### config.mk
export PLATFORM = sky130hd
export DESIGN_NAME = smoothed_valley_detector_flat
export DESIGN_NICKNAME = d
export VERILOG_FILES = /design/src/hdl/svd_pkg.sv /design/src/hdl/svd_ifs.sv /design/src/hdl/svd_cell.sv /design/src/hdl/svd_divider.sv /design/src/hdl/smoothed_valley_detector.sv /design/src/flat_wrapper.sv
export SDC_FILE = /design/constraint.sdc
export NUM_CORES = 1
export LEC_CHECK = 0
export BUFFER_PORTS_ARGS = -buffer_cell sky130_fd_sc_hd__buf_2
export CORE_AREA = 2 2 221 114
export DETAILED_ROUTE_END_ITERATION = 10
export DIE_AREA = 0 0 223 116
export PLACE_DENSITY = 0.78
export SLEW_MARGIN = 10
export SYNTH_ARGS = -nofsm -noshare
export SYNTH_HDL_FRONTEND = slang
export SYNTH_SLANG_ARGS = --single-unit
### constraint.sdc
create_clock -name clk -period 14.3 [get_ports clk]
set_clock_uncertainty 0.2 [all_clocks]
set_input_delay 1.43 -clock clk [delete_from_list [all_inputs] [get_ports clk]]
set_output_delay 1.43 -clock clk [all_outputs]
set_load 0.02 [all_outputs]
### src/hdl/svd_pkg.sv
package svd_pkg;

  localparam int ANGLE_W         = 9;
  localparam int SAMPLE_W        = 12;
  localparam int SCORE_W         = 20;
  localparam int FRAC_W          = 8;
  localparam int HALF_WINDOW_DEF = 2;
  // quotient bits resolved per divider cycle
  localparam int DIV_STEP        = 4;

  typedef struct packed {
    logic [SAMPLE_W-1:0] sample;
    logic [ANGLE_W-1:0]  angle;
  } point_t;

  typedef struct packed {
    logic clear;
    logic shift_in;
    logic rotate;
  } chain_ctrl_t;

endpackage

### src/hdl/svd_ifs.sv
interface svd_in_if;
  logic                          valid;
  logic                          ready;
  logic [svd_pkg::ANGLE_W-1:0]   angle;
  logic [svd_pkg::SAMPLE_W-1:0]  sample_a;
  logic [svd_pkg::SAMPLE_W-1:0]  sample_b;
  logic                          last;

  modport source (output valid, angle, sample_a, sample_b, last, input ready);
  modport sink   (input valid, angle, sample_a, sample_b, last, output ready);
endinterface

interface svd_out_if;
  logic                          valid;
  logic                          ready;
  logic [svd_pkg::ANGLE_W-1:0]   source_angle;
  logic [svd_pkg::SCORE_W-1:0]   score;
  logic                          found;
  logic                          end_of_scan;

  modport source (output valid, source_angle, score, found, end_of_scan, input ready);
  modport sink   (input valid, source_angle, score, found, end_of_scan, output ready);
endinterface

### src/hdl/svd_cell.sv
module svd_cell (
  input  logic                 clk,
  input  logic                 rst_n,
  input  svd_pkg::chain_ctrl_t ctrl,
  input  svd_pkg::point_t      from_prev,
  input  svd_pkg::point_t      from_next,
  output svd_pkg::point_t      pt
);

  svd_pkg::point_t pt_r;
  svd_pkg::point_t pt_nxt;

  always_comb begin
    pt_nxt = pt_r;
    if (ctrl.clear) begin
      pt_nxt = '0;
    end else if (ctrl.shift_in) begin
      pt_nxt = from_prev;
    end else if (ctrl.rotate) begin
      pt_nxt = from_next;
    end
  end

  always_ff @(posedge clk) begin
    if (!rst_n) begin
      pt_r <= '0;
    end else begin
      pt_r <= pt_nxt;
    end
  end

  assign pt = pt_r;

endmodule

### src/hdl/svd_divider.sv
module svd_divider #(
  parameter int SUM_W  = 15,
  parameter int DIVR_W = 3
) (
  input  logic                        clk,
  input  logic                        rst_n,
  input  logic                        start,
  input  logic [SUM_W-1:0]            sum,
  input  logic [DIVR_W-1:0]           divisor,
  output logic                        done,
  output logic [svd_pkg::SCORE_W-1:0] quotient
);

  localparam int DVD_W  = SUM_W + svd_pkg::FRAC_W;
  localparam int ITERS  = (DVD_W + svd_pkg::DIV_STEP - 1) / svd_pkg::DIV_STEP;
  localparam int PAD_W  = ITERS * svd_pkg::DIV_STEP;
  localparam int ITER_W = (ITERS > 1) ? $clog2(ITERS) : 1;
  localparam int REM_W  = DIVR_W + 1;

  logic              busy_r, busy_nxt;
  logic              done_r, done_nxt;
  logic [ITER_W-1:0] cnt_r, cnt_nxt;
  logic [DIVR_W-1:0] rem_r, rem_nxt;
  logic [DIVR_W-1:0] d_r, d_nxt;
  logic [PAD_W-1:0]  q_r, q_nxt;

  logic [PAD_W-1:0]  q_step;
  logic [REM_W-1:0]  r_step;

  // restoring long division, DIV_STEP quotient bits per cycle
  always_comb begin
    q_step = q_r;
    r_step = {1'b0, rem_r};
    for (int i = 0; i < svd_pkg::DIV_STEP; i++) begin
      r_step = {r_step[REM_W-2:0], q_step[PAD_W-1]};
      q_step = {q_step[PAD_W-2:0], 1'b0};
      if (r_step >= {1'b0, d_r}) begin
        r_step    = r_step - {1'b0, d_r};
        q_step[0] = 1'b1;
      end
    end
  end

  always_comb begin
    busy_nxt = busy_r;
    done_nxt = 1'b0;
    cnt_nxt  = cnt_r;
    rem_nxt  = rem_r;
    d_nxt    = d_r;
    q_nxt    = q_r;
    if (start) begin
      busy_nxt = 1'b1;
      cnt_nxt  = ITER_W'(ITERS - 1);
      rem_nxt  = '0;
      d_nxt    = divisor;
      q_nxt    = PAD_W'({sum, {svd_pkg::FRAC_W{1'b0}}});
    end else if (busy_r) begin
      q_nxt   = q_step;
      rem_nxt = r_step[DIVR_W-1:0];
      if (cnt_r == '0) begin
        busy_nxt = 1'b0;
        done_nxt = 1'b1;
      end else begin
        cnt_nxt = cnt_r - 1'b1;
      end
    end
  end

  always_ff @(posedge clk) begin
    if (!rst_n) begin
      busy_r <= 1'b0;
      done_r <= 1'b0;
      cnt_r  <= '0;
    end else begin
      busy_r <= busy_nxt;
      done_r <= done_nxt;
      cnt_r  <= cnt_nxt;
    end
  end

  always_ff @(posedge clk) begin
    rem_r <= rem_nxt;
    d_r   <= d_nxt;
    q_r   <= q_nxt;
  end

  assign done     = done_r;
  assign quotient = q_r[svd_pkg::SCORE_W-1:0];

endmodule

### src/hdl/smoothed_valley_detector.sv
// Smoothed valley detector. Takes one scan as points in ascending angle order,
// keeps the smaller of the two samples, smooths with a centered moving average
// of 2*HALF_WINDOW+1 points (shrunk at the scan ends, divided by the true
// count, 8 fraction bits, truncated) and reports strict local minima whose
// angle lies at least min_separation past the last reported one. The point
// with last set flushes the pending centers and is followed by a closing
// marker (found 0, end_of_scan 1); scan state then clears, min_separation is
// kept. The window sits in a row of cells that shifts once per point and then
// rotates once around, one cell per cycle, to form the sum; an iterative
// divider resolves four quotient bits per cycle. A point that yields a
// smoothed value passes through the sum, divide and push steps, an early
// point of a scan is only shifted in, and the last point repeats these steps
// for each flushed center and then sends the marker. A new point is taken
// while a result waits in the output register; the block stalls only when it
// must place a second result there.
module smoothed_valley_detector #(
  parameter int HALF_WINDOW = svd_pkg::HALF_WINDOW_DEF
) (
  input  logic                        clk,
  input  logic                        rst_n,
  svd_in_if.sink                      in_ch,
  svd_out_if.source                   out_ch,
  input  logic                        cfg_wr_en,
  input  logic [svd_pkg::ANGLE_W-1:0] cfg_wr_data
);

  localparam int W     = 2 * HALF_WINDOW + 1;
  localparam int IDX_W = $clog2(W);
  localparam int CNT_W = $clog2(W + 1);
  localparam int SUM_W = $clog2(W * ((1 << svd_pkg::SAMPLE_W) - 1) + 1);
  localparam int AW    = svd_pkg::ANGLE_W;
  localparam int SW    = svd_pkg::SCORE_W;

  localparam logic [CNT_W-1:0] W_C = CNT_W'(W);
  localparam logic [CNT_W-1:0] H_C = CNT_W'(HALF_WINDOW);
  localparam logic [IDX_W-1:0] K_LAST    = IDX_W'(W - 1);
  localparam logic [IDX_W-1:0] AIDX_CTR  = IDX_W'(HALF_WINDOW + 1);

  localparam logic [2:0] ST_IDLE = 3'd0;
  localparam logic [2:0] ST_SUM  = 3'd1;
  localparam logic [2:0] ST_DIV  = 3'd2;
  localparam logic [2:0] ST_PUSH = 3'd3;
  localparam logic [2:0] ST_MARK = 3'd4;

  logic [2:0]       state_r, state_nxt;
  logic [IDX_W-1:0] k_r, k_nxt;
  logic [IDX_W-1:0] top_r, top_nxt;
  logic [IDX_W-1:0] aidx_r, aidx_nxt;
  logic [SUM_W-1:0] acc_r, acc_nxt;
  logic [AW-1:0]    pang_r, pang_nxt;
  logic [CNT_W-1:0] ps_r, ps_nxt;
  logic [CNT_W-1:0] p_r, p_nxt;
  logic             last_r, last_nxt;
  logic             flush_r, flush_nxt;
  logic [SW-1:0]    hist0_r, hist0_nxt;
  logic [SW-1:0]    hist1_r, hist1_nxt;
  logic [1:0]       hv_r, hv_nxt;
  logic [AW-1:0]    la_r, la_nxt;
  logic             have_r, have_nxt;
  logic [AW-1:0]    minsep_r, minsep_nxt;

  logic             out_valid_r, out_valid_nxt;
  logic [AW-1:0]    oang_r, oang_nxt;
  logic [SW-1:0]    oscore_r, oscore_nxt;
  logic             ofound_r, ofound_nxt;
  logic             oeos_r, oeos_nxt;

  svd_pkg::chain_ctrl_t ctrl;
  svd_pkg::point_t      new_pt;
  svd_pkg::point_t      cells [W];

  logic             div_start;
  logic             div_done;
  logic [SW-1:0]    div_q;
  logic [SUM_W-1:0] acc_add;
  logic             accept;
  logic             out_free;
  logic             detect;
  logic [CNT_W-1:0] ps_inc;

  // flush job for a given countdown value
  logic [CNT_W-1:0] fj_p;
  logic [CNT_W-1:0] fj_ps;
  logic [CNT_W-1:0] fj_top_a;
  logic [CNT_W-1:0] fj_top_b;
  logic [IDX_W-1:0] fj_top;
  logic [CNT_W-1:0] fj_start;

  assign accept   = in_ch.valid && in_ch.ready;
  assign out_free = !out_valid_r || out_ch.ready;

  assign new_pt.sample = (in_ch.sample_a < in_ch.sample_b) ? in_ch.sample_a : in_ch.sample_b;
  assign new_pt.angle  = in_ch.angle;

  genvar g;
  generate
    for (g = 0; g < W; g++) begin : g_cell
      svd_cell u_cell (
        .clk       (clk),
        .rst_n     (rst_n),
        .ctrl      (ctrl),
        .from_prev ((g == 0) ? new_pt : cells[(g + W - 1) % W]),
        .from_next (cells[(g + 1) % W]),
        .pt        (cells[g])
      );
    end
  endgenerate

  svd_divider #(
    .SUM_W  (SUM_W),
    .DIVR_W (CNT_W)
  ) u_div (
    .clk      (clk),
    .rst_n    (rst_n),
    .start    (div_start),
    .sum      (acc_add),
    .divisor  (CNT_W'(top_r) + 1'b1),
    .done     (div_done),
    .quotient (div_q)
  );

  assign acc_add = acc_r + ((k_r <= top_r) ? SUM_W'(cells[0].sample) : '0);
  assign ps_inc  = (ps_r == W_C) ? W_C : ps_r + 1'b1;

  always_comb begin
    fj_ps    = (state_r == ST_IDLE) ? ps_inc : ps_r;
    fj_start = (fj_ps >= H_C) ? H_C : fj_ps;
    if (state_r == ST_PUSH && flush_r) begin
      fj_p = p_r - 1'b1;
    end else begin
      fj_p = fj_start;
    end
    fj_top_a = fj_p - 1'b1 + H_C;
    fj_top_b = fj_ps - 1'b1;
    fj_top   = (fj_top_a < fj_top_b) ? fj_top_a[IDX_W-1:0] : fj_top_b[IDX_W-1:0];
  end

  assign detect = (hv_r == 2'd2) && (hist0_r < hist1_r) && (div_q > hist0_r) &&
                  (!have_r || ((pang_r >= la_r) && ((pang_r - la_r) >= minsep_r)));

  assign div_start = (state_r == ST_SUM) && (k_r == K_LAST);

  always_comb begin
    state_nxt     = state_r;
    k_nxt         = k_r;
    top_nxt       = top_r;
    aidx_nxt      = aidx_r;
    acc_nxt       = acc_r;
    pang_nxt      = pang_r;
    ps_nxt        = ps_r;
    p_nxt         = p_r;
    last_nxt      = last_r;
    flush_nxt     = flush_r;
    hist0_nxt     = hist0_r;
    hist1_nxt     = hist1_r;
    hv_nxt        = hv_r;
    la_nxt        = la_r;
    have_nxt      = have_r;
    minsep_nxt    = cfg_wr_en ? cfg_wr_data : minsep_r;
    ctrl          = '0;
    out_valid_nxt = out_valid_r && !out_ch.ready;
    oang_nxt      = oang_r;
    oscore_nxt    = oscore_r;
    ofound_nxt    = ofound_r;
    oeos_nxt      = oeos_r;

    case (state_r)
      ST_IDLE: begin
        if (accept) begin
          ctrl.shift_in = 1'b1;
          ps_nxt        = ps_inc;
          last_nxt      = in_ch.last;
          k_nxt         = '0;
          acc_nxt       = '0;
          if (ps_inc >= H_C + 1'b1) begin
            top_nxt   = IDX_W'(ps_inc - 1'b1);
            aidx_nxt  = AIDX_CTR;
            flush_nxt = 1'b0;
            state_nxt = ST_SUM;
          end else if (in_ch.last) begin
            flush_nxt = 1'b1;
            p_nxt     = fj_p;
            top_nxt   = fj_top;
            aidx_nxt  = IDX_W'(fj_p);
            state_nxt = ST_SUM;
          end
        end
      end
      ST_SUM: begin
        // rotate one cell per cycle; cell 0 holds window position k
        ctrl.rotate = 1'b1;
        acc_nxt     = acc_add;
        if (k_r == aidx_r) begin
          pang_nxt = cells[0].angle;
        end
        if (k_r == K_LAST) begin
          state_nxt = ST_DIV;
        end else begin
          k_nxt = k_r + 1'b1;
        end
      end
      ST_DIV: begin
        if (div_done) begin
          state_nxt = ST_PUSH;
        end
      end
      ST_PUSH: begin
        if (!detect || out_free) begin
          if (detect) begin
            out_valid_nxt = 1'b1;
            oang_nxt      = pang_r;
            oscore_nxt    = hist0_r;
            ofound_nxt    = 1'b1;
            oeos_nxt      = 1'b0;
            la_nxt        = pang_r;
            have_nxt      = 1'b1;
          end
          hist1_nxt = hist0_r;
          hist0_nxt = div_q;
          hv_nxt    = (hv_r == 2'd2) ? 2'd2 : hv_r + 1'b1;
          k_nxt     = '0;
          acc_nxt   = '0;
          if (flush_r && p_r == CNT_W'(1)) begin
            state_nxt = ST_MARK;
          end else if (flush_r || last_r) begin
            flush_nxt = 1'b1;
            p_nxt     = fj_p;
            top_nxt   = fj_top;
            aidx_nxt  = IDX_W'(fj_p);
            state_nxt = ST_SUM;
          end else begin
            state_nxt = ST_IDLE;
          end
        end
      end
      ST_MARK: begin
        if (out_free) begin
          out_valid_nxt = 1'b1;
          oang_nxt      = '0;
          oscore_nxt    = '0;
          ofound_nxt    = 1'b0;
          oeos_nxt      = 1'b1;
          ctrl.clear    = 1'b1;
          ps_nxt        = '0;
          hv_nxt        = '0;
          hist0_nxt     = '0;
          hist1_nxt     = '0;
          la_nxt        = '0;
          have_nxt      = 1'b0;
          flush_nxt     = 1'b0;
          last_nxt      = 1'b0;
          state_nxt     = ST_IDLE;
        end
      end
      default: begin
        state_nxt = ST_IDLE;
      end
    endcase
  end

  always_ff @(posedge clk) begin
    if (!rst_n) begin
      state_r     <= ST_IDLE;
      k_r         <= '0;
      ps_r        <= '0;
      p_r         <= '0;
      last_r      <= 1'b0;
      flush_r     <= 1'b0;
      hist0_r     <= '0;
      hist1_r     <= '0;
      hv_r        <= '0;
      la_r        <= '0;
      have_r      <= 1'b0;
      minsep_r    <= '0;
      out_valid_r <= 1'b0;
    end else begin
      state_r     <= state_nxt;
      k_r         <= k_nxt;
      ps_r        <= ps_nxt;
      p_r         <= p_nxt;
      last_r      <= last_nxt;
      flush_r     <= flush_nxt;
      hist0_r     <= hist0_nxt;
      hist1_r     <= hist1_nxt;
      hv_r        <= hv_nxt;
      la_r        <= la_nxt;
      have_r      <= have_nxt;
      minsep_r    <= minsep_nxt;
      out_valid_r <= out_valid_nxt;
    end
  end

  always_ff @(posedge clk) begin
    top_r    <= top_nxt;
    aidx_r   <= aidx_nxt;
    acc_r    <= acc_nxt;
    pang_r   <= pang_nxt;
    oang_r   <= oang_nxt;
    oscore_r <= oscore_nxt;
    ofound_r <= ofound_nxt;
    oeos_r   <= oeos_nxt;
  end

  assign in_ch.ready         = (state_r == ST_IDLE);
  assign out_ch.valid        = out_valid_r;
  assign out_ch.source_angle = oang_r;
  assign out_ch.score        = oscore_r;
  assign out_ch.found        = ofound_r;
  assign out_ch.end_of_scan  = oeos_r;

`ifndef SYNTHESIS
  a_ps_range: assert property (@(posedge clk) disable iff (!rst_n)
    ps_r <= W_C)
    else $error("points seen beyond window size");

  a_hv_range: assert property (@(posedge clk) disable iff (!rst_n)
    hv_r <= 2'd2)
    else $error("smoothed history count beyond two");

  a_out_kind: assert property (@(posedge clk) disable iff (!rst_n)
    out_valid_r |-> (ofound_r != oeos_r))
    else $error("result beat is neither detection nor marker");

  a_mark_clears: assert property (@(posedge clk) disable iff (!rst_n)
    (state_r == ST_MARK && out_free) |=> (ps_r == '0 && !have_r && oeos_r))
    else $error("closing marker did not clear scan state");

  a_div_sync: assert property (@(posedge clk) disable iff (!rst_n)
    div_done |-> (state_r == ST_DIV))
    else $error("divider finished outside divide phase");
`endif

endmodule
### src/flat_wrapper.sv
// flat-port wrapper written by rule: the top's interface ports become plain ports
module smoothed_valley_detector_flat 
#(
  parameter int HALF_WINDOW = svd_pkg::HALF_WINDOW_DEF
)
  (clk, rst_n, cfg_wr_en, cfg_wr_data, in_ch_valid, in_ch_angle, in_ch_sample_a, in_ch_sample_b, in_ch_last, in_ch_ready, out_ch_valid, out_ch_source_angle, out_ch_score, out_ch_found, out_ch_end_of_scan, out_ch_ready);
  svd_in_if in_ch_i ();
  svd_out_if out_ch_i ();
  input  logic clk;
  input  logic rst_n;
  input  logic cfg_wr_en;
  input  logic [svd_pkg::ANGLE_W-1:0] cfg_wr_data;
  input wire logic [$bits(in_ch_i.valid)-1:0] in_ch_valid;
  input wire logic [$bits(in_ch_i.angle)-1:0] in_ch_angle;
  input wire logic [$bits(in_ch_i.sample_a)-1:0] in_ch_sample_a;
  input wire logic [$bits(in_ch_i.sample_b)-1:0] in_ch_sample_b;
  input wire logic [$bits(in_ch_i.last)-1:0] in_ch_last;
  output wire logic [$bits(in_ch_i.ready)-1:0] in_ch_ready;
  output wire logic [$bits(out_ch_i.valid)-1:0] out_ch_valid;
  output wire logic [$bits(out_ch_i.source_angle)-1:0] out_ch_source_angle;
  output wire logic [$bits(out_ch_i.score)-1:0] out_ch_score;
  output wire logic [$bits(out_ch_i.found)-1:0] out_ch_found;
  output wire logic [$bits(out_ch_i.end_of_scan)-1:0] out_ch_end_of_scan;
  input wire logic [$bits(out_ch_i.ready)-1:0] out_ch_ready;
  assign in_ch_i.valid = in_ch_valid;
  assign in_ch_i.angle = in_ch_angle;
  assign in_ch_i.sample_a = in_ch_sample_a;
  assign in_ch_i.sample_b = in_ch_sample_b;
  assign in_ch_i.last = in_ch_last;
  assign in_ch_ready = in_ch_i.ready;
  assign out_ch_valid = out_ch_i.valid;
  assign out_ch_source_angle = out_ch_i.source_angle;
  assign out_ch_score = out_ch_i.score;
  assign out_ch_found = out_ch_i.found;
  assign out_ch_end_of_scan = out_ch_i.end_of_scan;
  assign out_ch_i.ready = out_ch_ready;
  smoothed_valley_detector #(.HALF_WINDOW(HALF_WINDOW)) u_core (.clk(clk), .rst_n(rst_n), .in_ch(in_ch_i), .out_ch(out_ch_i), .cfg_wr_en(cfg_wr_en), .cfg_wr_data(cfg_wr_data));
endmodule
# ---- Yosys cells after proc, flatten, opt, wreduce, memory -nomap -nowiden
# Index checks and enable logic that the tools add are counted.
dict set report classes {
  reduce_logical 41
  muxes 112
  n_lt_le_gt_ge 13
  n_eq_ne 22
  add_sub_neg 16
  bitwise 3
}
# op n
set ops {}
lappend ops {{$mux W21} 10}
lappend ops {{$pmux W20 S2} 3}
lappend ops {{$mux W3} 38}
lappend ops {{$mux W20} 5}
lappend ops {{$mux W23} 2}
lappend ops {{$pmux W15 S3} 1}
lappend ops {{$mux W1} 30}
lappend ops {{$mux W15} 2}
lappend ops {{$mux W9} 3}
lappend ops {{$mux W12} 2}
lappend ops {{$pmux W3 S2} 4}
lappend ops {{$gt A20 B20 Y1} 1}
lappend ops {{$lt A20 B20 Y1} 1}
lappend ops {{$ge A9 B9 Y1} 2}
lappend ops {{$ne A2 B2 Y1 const B} 9}
lappend ops {{$pmux W9 S2} 1}
lappend ops {{$ge A4 B3 Y1} 4}
lappend ops {{$add A15 B15 Y15} 1}
lappend ops {{$pmux W3 S5} 1}
lappend ops {{$sub A3 B1 Y3 const B} 5}
lappend ops {{$reduce_and A7 Y1} 2}
lappend ops {{$lt A12 B12 Y1} 1}
lappend ops {{$reduce_and A6 Y1} 2}
lappend ops {{$sub A3 B3 Y3} 4}
lappend ops {{31 further kinds} 73}
dict set report totals {
  elab_cells 246
  register_bits 277
  input_bits 48
}

# ---- Depth between registers and ports, before layout
# Gate-level depths: netlist of the first run.
dict set report depth {
  ltp_word 14
  mapped_depth 26
  mapped_depth_nobuf 26
}

# ---- Hierarchy
# A second synthesis of the first run with hierarchy kept.
dict set report unflattened {
  cells_unflattened 1539
  hier_area_um2 15452.3
}
# mod area_each_um2 n_inst cells_each
set modules_own_cells {}
lappend modules_own_cells {smoothed_valley_detector 8220.4 1 844}
lappend modules_own_cells {svd_cell 1003.5 5 95}
lappend modules_own_cells {svd_divider 2214.6 1 220}

# ---- Worst setup path before layout of the first run
# No wires, ideal clock.
dict set report synth_path {
  kind {register to register}
  from {register u_core.u_div.d_r[1]}
  to {register u_core.u_div.rem_r[0]}
  arrival_time_ps 5597
  required_time_ps 14030
  stages_incl_launch_ff 25
  setup_ps 70
  period_less_slack_ps 5867
  slack_ps 8433
  path_cell_list {edfxtp_1 > inv_1 > fa_1 > o21ai_0 > nand2_1 > a22oi_1 > inv_1 > fa_1 > a21bo_2 > a21oi_1 > o41ai_1 > mux2_2 > inv_1 > ha_1 > a21bo_2 > a21oi_1 > o211ai_1 > mux2i_1 > mux2i_1 > ha_1 > a21o_1 > a21oi_1 > o2111a_2 > mux2_4 > a21oi_1}
}
dict set report synth_via {
  elab_chain_len 8
  word_cells_on_any_way 11
  cone_classes {add/sub: 3; order compare: 4; mux: 4}
}
# item line_no
set synth_rtl {}
lappend synth_rtl {{start: declaration} svd_divider.sv:24} ;# logic [DIVR_W-1:0] d_r, d_nxt;
lappend synth_rtl {{start signal: assignment} svd_divider.sv:83} ;# d_r <= d_nxt;
lappend synth_rtl {{$ge A4 B3 Y1 / $sub A3 B3 Y3 (equally long branches)} {svd_divider.sv:37, svd_divider.sv:38}}
lappend synth_rtl {{$mux W3} svd_divider.sv:37} ;# if (r_step >= {1'b0, d_r}) begin
lappend synth_rtl {{$ge A4 B3 Y1 / $sub A3 B3 Y3 (equally long branches)} {svd_divider.sv:37, svd_divider.sv:38}}
lappend synth_rtl {{$mux W3} svd_divider.sv:37}
lappend synth_rtl {{$ge A4 B3 Y1 / $sub A3 B3 Y3 (equally long branches)} {svd_divider.sv:37, svd_divider.sv:38}}
lappend synth_rtl {{$mux W3} svd_divider.sv:37}
lappend synth_rtl {{$ge A4 B3 Y1 *} svd_divider.sv:37}
lappend synth_rtl {{$mux W3 *} svd_divider.sv:37}
lappend synth_rtl {{end signal: assignment} svd_divider.sv:82} ;# rem_r <= rem_nxt;
lappend synth_rtl {{end: declaration} svd_divider.sv:23} ;# logic [DIVR_W-1:0] rem_r, rem_nxt;
# Every way passes the cells marked *; elsewhere a longest branch is shown, timed or not.
# A chain may end at the register's enable or synchronous reset.

# ---- Worst setup path after layout of the first run
# Ends and elaborated chain as after synthesis.

==> results of run 1 <==
-- per-stage QoR --
| stage | area [sq um] | power [mW] | setup WS, ns | hold WS [ns] |
|---|---|---|---|---|
| 2_1_floorplan | 14200 | 1.02 | 8.43 | 0.235 |
| 3_3_place_gp | 14800 | 1.07 | 7.91 | 0.242 |
| 3_5_place_dp | 14800 | 1.08 | 7.74 | 0.251 |
| 4_1_cts | 15600 | 1.76 | 7.68 | 0.260 |
| 5_1_grt | 15600 | 1.82 | 7.14 | 0.279 |
| 6_report | 15600 | 1.75 | 7.69 | 0.260 |
-- logic make-up after synthesis --
group	Yosys count	synth area share, %
compound gates	444	20.4
buf+inv	204	5.71
mux	49	3.50
xor+xnor	28	1.72
fa+ha+maj	115	10.4
simple gates	433	13.8
flops	277	44.5
-- cell usage after synthesis, types with 14 or more instances --
library cell,n
a211oi_1,23
a21oi_1,179
a22o_1,42
a22oi_1,74
and2_1,16
clkbuf_1,73
dfxtp_1,198
edfxtp_1,79
ha_1,109
inv_1,113
mux2i_1,46
nand2_1,206
nand3_1,33
nor2_1,93
nor2b_1,27
o21a_1,15
o21ai_0,41
xnor2_1,14
xor2_1,14
-- how the worst min path moves through the flow --
stage | start | end | slack (ns) | depth (start not counted)
detailed placement | u_core.la_r[8] | u_core.la_r[8] | 0.25 | 2
global route | u_core.g_cell[4].u_cell.pt[8] | u_core.g_cell[4].u_cell.pt[8] | 0.28 | 2
finish | u_core.g_cell[4].u_cell.pt[8] | u_core.g_cell[4].u_cell.pt[8] | 0.26 | 2
floorplan | u_core.p_r[1] | u_core.p_r[1] | 0.23 | 2
CTS | u_core.g_cell[4].u_cell.pt[2] | u_core.g_cell[4].u_cell.pt[2] | 0.26 | 2
global placement | u_core.g_cell[4].u_cell.pt[12] | u_core.g_cell[4].u_cell.pt[12] | 0.24 | 2
-- where the power goes --
group          internal, mW  total [mW]  switching (mW)
combinational        0.0766       0.208           0.132
clock                 0.392       0.692           0.300
sequential            0.832       0.854          0.0214
total                  1.30        1.75           0.453
-- tightest hold or removal path, stage by stage (launching register included) --
cell and delay (ns):
dfxtp_1 0.31, nand2_1 0.05, a21oi_1 0.05
-- flip-flops by register name, indices dropped and copies added, names as in the netlist, 9 cells and up --
register and cells:
u_core.out_ch.score 20, u_core.pang_r 9, u_core.out_ch.source_angle 9, u_core.u_div.q_r 24
u_core.acc_r 15, u_core.hist1_r 20, u_core.hist0_r 20, u_core.la_r 9
u_core.g_cell.u_cell.pt 105, u_core.minsep_r 9
-- layout make-up --
| class | instances | share of cell area, % |
|---|---|---|
| Inverter | 113 | 2.72 |
| Clock buffer | 32 | 4.57 |
| Timing Repair Buffer | 91 | 3.09 |
| Clock inverter | 14 | 0.833 |
| Sequential cell | 277 | 40.6 |
| Multi-Input combinational cell | 1069 | 45.7 |
| Tap cell | 315 | 2.52 |
-- per-layer routing --
metal / vias up / share of wire (%) / global-route usage [%]
met1: 5426 / 47 / 33.3
li1: 5557 / - / -
met2: 249 / 47 / 41.6
met4: 0 / 2.2 / 6.80
met3: 46 / 4.7 / 3.80
met5: - / 0 / 0
==> metrics.md, run 1 <==
| Metric | Value |
|---|---|
| Status | `completed` |
| Rows | `40` |
| Worst Max-Slew Pin Slew | `~1.2 ns` |
| Hold Path Class | `register to register` |
| Reg area | `approximately 0.0063 sq mm` |
| CP bufs+invs | `3` |
| MaxCap Viol Count | `0` |
| Antenna violations before repair | `0` |
| Core area | `0.0238 sq mm` |
| Post-route clock period utilization | `46.2%` |
| FMAX | `151 MHz` |
| Ys Warns | `0` |
| DRC viols | `0` |
| Critical path origin | `u_core.u_div.d_r[1]` |
| Worst path cell trace | `inv_1 > fa_1 > o21ai_0 > nand2_1 > a22oi_1 > inv_1 > fa_1 > a21bo_2 > a21oi_1 > o41ai_1 > mux2_2 > inv_1 > ha_1 > a21bo_2 > a21oi_1 > o211ai_1 > mux2i_1 > mux2i_1 > ha_1 > a21o_1 > a21oi_1 > o2111a_2 > mux2_4 > a21oi_1` |
| Clk root buf | `clkbuf_16` |
| RR Startpoint | `u_core.u_div.d_r[1]` |
| Post_cts resized | `0` |
| Die Ht | `between 100 and 150 microns` |
| Internal reg-to-reg setup slack | `7.69 ns` |
| CTS buffer count | `25` |
| #FFs+latches synth | `277` |
| Post-CTS Setup Bufs | `0` |
| Data required time of the critical path | `14.57 ns` |
| Filler instances | `1833` |
| Ys flop type | `dfxtp_1` |
| First-pass GRT wire length | `~52000 microns` |
| Die width | `~220 microns` |
| Unrepaired setup endpoints after global routing | `false` |
| Port Buffer Count | `80` |
| Final #Nets | `~1700` |
| GR Overflow Total | `0` |
| Avg Inst Size Synth | `just over 9 sq um` |
| Die area | `0.0259 sq mm` |
| Synth top area share | `between 20% and 30%` |
| Crit Path Max Fanout | `6` |
| Share of cells above drive strength 1 | `under 10%` |
| Commonest non-fill, non-tap cells in the layout | `206 x nand2_1, 198 x dfxtp_1, 179 x a21oi_1, 113 x inv_1, 109 x ha_1` |
| Gr usage total | `24.6%` |
| GP Congestion | `~0.85` |
| CTS tree | `done` |
| Ys async rst share | `0%` |
| Max stage delay cell, worst path | `fa_1` |
| Post-synthesis cell count | `1550` |
| Setup tns final | `0 ns` |
| Worst EP arrival | `6.88 ns` |
| Number of global-route vias before repair | `10700` |
| Post-DP HPWL | `21600 microns` |
| Register area share after synthesis | `44.5%` |
| H-Tree Level Count | `1` |
| Commonest non-fill, non-tap cell in the layout | `nand2_1` |
| Clk sink count | `277` |
| Post-synth cell types | `75` |
| DP Cell Count | `1865` |
| Worst-skew pair later-pin latency | `0.54 ns` |
| Peak supply drop | `~0.081 mV` |
| CP Launch Type | `register` |
| Vias per cell | `5.90` |
| Clock Tree Buf Depth | `3` |
| EDFF count, synth | `between 70 and 80` |
| Initial Util | `59.9%` |
| Most frequent CP cell | `a21oi_1` |
| Worst-path clk slew | `0.07 ns` |
| Final Slew Violations | `0` |
| Syn Nets | `1713` |
| Initial DRT Pass Iterations | `5` |
| Io pins | `81` |
| Finished Core Util | `65.7%` |
| Reg-to-Reg End | `u_core.u_div.rem_r[0]` |
| PwrDens | `around 110 mW/mm^2` |
| ANT cells | `0` |
| Synthesized area | `0.0142 sq mm` |
| DRT iter0 DRCs | `1164` |
| Final hold violation count | `0` |
| Leak pwr | `a little over 6 nW` |
| Via count of the routed design | `approximately 11000` |
| End of the critical path | `u_core.u_div.rem_r[0]` |
| Final setup vio count | `0` |
| R2R depth | `24` |
| Post-Route WL | `31800 microns` |
| Top Family by Delay on Critical Path | `compound AO/OA/AOI/OAI gates` |
| Rel. slew slack | `between 10% and 20%` |
| Setup CP Type | `register to register` |
| Crit path largest cell delay | `0.49 ns` |
| # hold bufs at CTS | `0` |
| Critical path depth | `24` |
| Non-filler instance count after layout | `1911` |
| Avg WL per Cell | `16.6 microns` |
| Largest net degree at the start of global routing | `approximately 130` |
| Layout area overhead | `9.66%` |
| Multi-input logic area | `0.00714 sq mm` |
| CP endpoint kind | `register` |
| Tmin final | `roughly 6.6 ns` |
| Number of nets with antenna violations after routing | `0` |
| Synth area leader | `dfxtp_1` |
| Ranking of synthesized cells by area | `dfxtp_1 28%, edfxtp_1 17%, ha_1 9.6%, a21oi_1 6.3%, nand2_1 5.4%` |
(Power assumes the default switching activity.)
==> inputs of run 2 (changes only) <==
- CORE_AREA: 2 2 221 114 -> 2 2 229 118
- DIE_AREA: 0 0 223 116 -> 0 0 231 120
- PLACE_DENSITY: 0.78 -> 0.77
- clock period: 14.3 -> 5.5 ns (I/O delays scaled with it)
==> run 2 against run 1 <==
Compared with the run above:
- the flow now finishes with violations (negative setup slack)
- critical path type unchanged
- wire length is 4.5% higher
- sequential share of layout area is 0.87 points lower
- worst hold slack worse by 0.24 ns
- global-route usage is 0.50 points lower
- clock power grew to 2.6 times the previous value
- combinational power grew to 2.7 times the previous value
- highest routed layer unchanged
- final cell count is 3.0% higher
==> metrics.md, run 2 (synthesized netlist as in run 1, its figures left out) <==
| Metric | Value |
|---|---|
| Status | `finished, violations left` |
| Failing checks | `negative setup slack` |
| Clk root buf | `clkbuf_16` |
| Max FFs per register | `105` |
| Unrepaired setup endpoints after global routing | `true` |
| Io pins | `81` |
| Data required time of the critical path | `5.78 ns` |
| Final Slew Violations | `0` |
| Worst EP arrival | `5.80 ns` |
| Post-route clock period utilization | `100%` |
| DRC viols | `0` |
| GR Overflow Total | `0` |
| Top Family by Delay on Critical Path | `compound AO/OA/AOI/OAI gates` |
| Hold Path Class | `input port to register` |
| Gr usage total | `24.1%` |
| CTS tree | `done` |
| Tmin final | `roughly 5.5 ns` |
| Clock Tree Buf Depth | `3` |
| PwrDens | `287 mW/mm^2` |
| Filler instances | `2176` |
| GP Congestion | `0.862` |
| Layout area overhead | `12.1%` |
| ANT cells | `0` |
| Total power | `4.58 mW` |
| Leak pwr | `between 6 and 7 nW` |
| Share of cells above drive strength 1 | `between 10% and 20%` |
| Port Buffer Count | `80` |
| First-pass GRT wire length | `roughly 55000 microns` |
| Commonest non-fill, non-tap cells in the layout | `206 x nand2_1, 197 x dfxtp_1, 176 x a21oi_1, 108 x inv_1, 107 x ha_1` |
| Max stage delay cell, worst path | `fa_2` |
| FMAX | `181 MHz` |
| # hold bufs at CTS | `0` |
| Worst-skew pair later-pin latency | `roughly 0.56 ns` |
| Worst Max-Slew Pin Slew | `1.22 ns` |
| Number of nets with antenna violations after routing | `0` |
| Setup CP Type | `register to register` |
| Largest net degree at the start of global routing | `110` |
| Clk sink count | `277` |
| Die width | `231 microns` |
| Peak supply drop | `0.299 mV` |
| Minimum hold slack | `approximately 0.021 ns` |
| CTS buffer count | `25` |
| Crit path largest cell delay | `slightly below 0.4 ns` |
| CP Launch Type | `register` |
| Via count of the routed design | `about 11000` |
| Post-DP HPWL | `approximately 23000 microns` |
| Crit Path Max Fanout | `4` |
| Worst-path clk slew | `0.07 ns` |
| Number of global-route vias before repair | `10600` |
| Core area | `0.0259 sq mm` |
| Die Ht | `around 120 microns` |
| MaxCap Viol Count | `0` |
| Rows | `42` |
| Antenna violations before repair | `0` |
| Final WS setup | `-0.0229 ns` |
| Final setup vio count | `1` |
| CP endpoint kind | `register` |
| Final hold violation count | `0` |
| Rel. slew slack | `18.0%` |
| Final #Nets | `1761` |
| Post-Route WL | `approximately 33000 microns` |
| Die area | `0.0277 sq mm` |
| Commonest non-fill, non-tap cell in the layout | `nand2_1` |
| Vias per cell | `5.79` |
| H-Tree Level Count | `1` |
| DRT iter0 DRCs | `1155` |
| CP bufs+invs | `2` |
| Worst path cell trace | `ha_2 > inv_2 > fa_2 > o21ai_2 > nand2_1 > a22oi_2 > ha_1 > a21bo_4 > a21oi_4 > o41ai_4 > mux2_4 > inv_2 > ha_4 > a21bo_2 > a21oi_4 > o211ai_1 > mux2i_2 > mux2i_2 > ha_1 > a21o_1 > a21oi_2 > o2111a_2 > mux2_4 > a21oi_1` |
| Avg WL per Cell | `~17 microns` |
| Initial DRT Pass Iterations | `5` |
| Initial Util | `55.1%` |
==> run 2: changes by cell type in the layout (fill, tap and decap cells not counted), moves of 3 or more <==
cell,delta
inv_1,-5
clkbuf_1,+3
inv_2,+5
clkbuf_8,+3
inv_4,-3
clkinv_2,-3
a21oi_1,-3
buf_4,+19
==> run 2: worst reg2reg max path: stages (launching register included) <==
cell and delay (ns):
edfxtp_1 0.36, ha_2 0.18, inv_2 0.04, fa_2 0.39, o21ai_2 0.15, nand2_1 0.07, a22oi_2 0.24, ha_1 0.29
a21bo_4 0.22, a21oi_4 0.17, o41ai_4 0.12, mux2_4 0.36, inv_2 0.07, ha_4 0.19, a21bo_2 0.21, a21oi_4 0.18
o211ai_1 0.13, mux2i_2 0.23, mux2i_2 0.34, ha_1 0.29, a21o_1 0.19, a21oi_2 0.15, o2111a_2 0.27, mux2_4 0.30
a21oi_1 0.13
==> run 2: layout make-up <==
class | count | area [sq um] | share of cell area [%]
Sequential cell | 277 | 6340 | 39.7
Multi-Input combinational cell | 1069 | 7270 | 45.5
Timing Repair Buffer | 112 | 657 | 4.11
Clock inverter | 8 | 76.3 | 0.478
Clock buffer | 38 | 767 | 4.80
Inverter | 113 | 424 | 2.66
Tap cell | 352 | 440 | 2.76
==> run 2: path summary, 6_finish.rpt <==
| kind | startpoint | end | slack [ns] | depth (start not counted) |
|---|---|---|---|---|
| worst max-delay path | u_core.u_div.d_r[0] | u_core.u_div.rem_r[0] | -0.02 | 24 |
| worst min-delay path | in_ch_angle[6] | u_core.g_cell[0].u_cell.pt[6] | 0.02 | 3 |
| worst max register to register | u_core.u_div.d_r[0] | u_core.u_div.rem_r[0] | -0.02 | 24 |
| worst min register to register | u_core.g_cell[4].u_cell.pt[18] | u_core.g_cell[4].u_cell.pt[18] | 0.26 | 2 |
==> run 2: what timing repair did <==
| action | 4_1_cts | 5_1_grt |
|---|---|---|
| endpoints found under the setup margin | 4 | 4 |
| setup buffers | 4 | 1 |
| resized for setup | 13 | 10 |
| hold endpoints to repair | 0 | 0 |
| pin swaps | 13 | 4 |
==> run 2: layer usage <==
layer | wire length (microns) | track usage (%)
met5 | 0 | 0
met2 | 13600 | 34.5
met1 | 16600 | 37.6
met3 | 2670 | 5.04
met4 | 289 | 3.59
==> run 2: power by group <==
part / leakage (nW) / internal (mW) / switching [mW] / total (mW)
Sequential: 2.36 / 2.16 / 0.0539 / 2.22
Clock: 0.416 / 1.01 / 0.780 / 1.80
Combinational: 3.49 / 0.209 / 0.357 / 0.566
Total: 6.26 / 3.39 / 1.19 / 4.58
==> run 2: through the flow <==
stage | setup WS (ns) | cells | utilization (%) | TNS (ns) | area, sq um
after floorplan | 0.0226 | 1550 | - | 0 | 14300
after global placement | -0.0530 | 1919 | 58.0 | -0.0530 | 15000
after detailed placement | -0.245 | 1919 | 58.0 | -0.622 | 15000
after CTS | 0.00600 | 1969 | 61.6 | 0 | 15900
after global routing | -0.235 | 1969 | 61.8 | -0.578 | 16000
final | -0.0229 | 1969 | 61.8 | -0.0229 | 16000
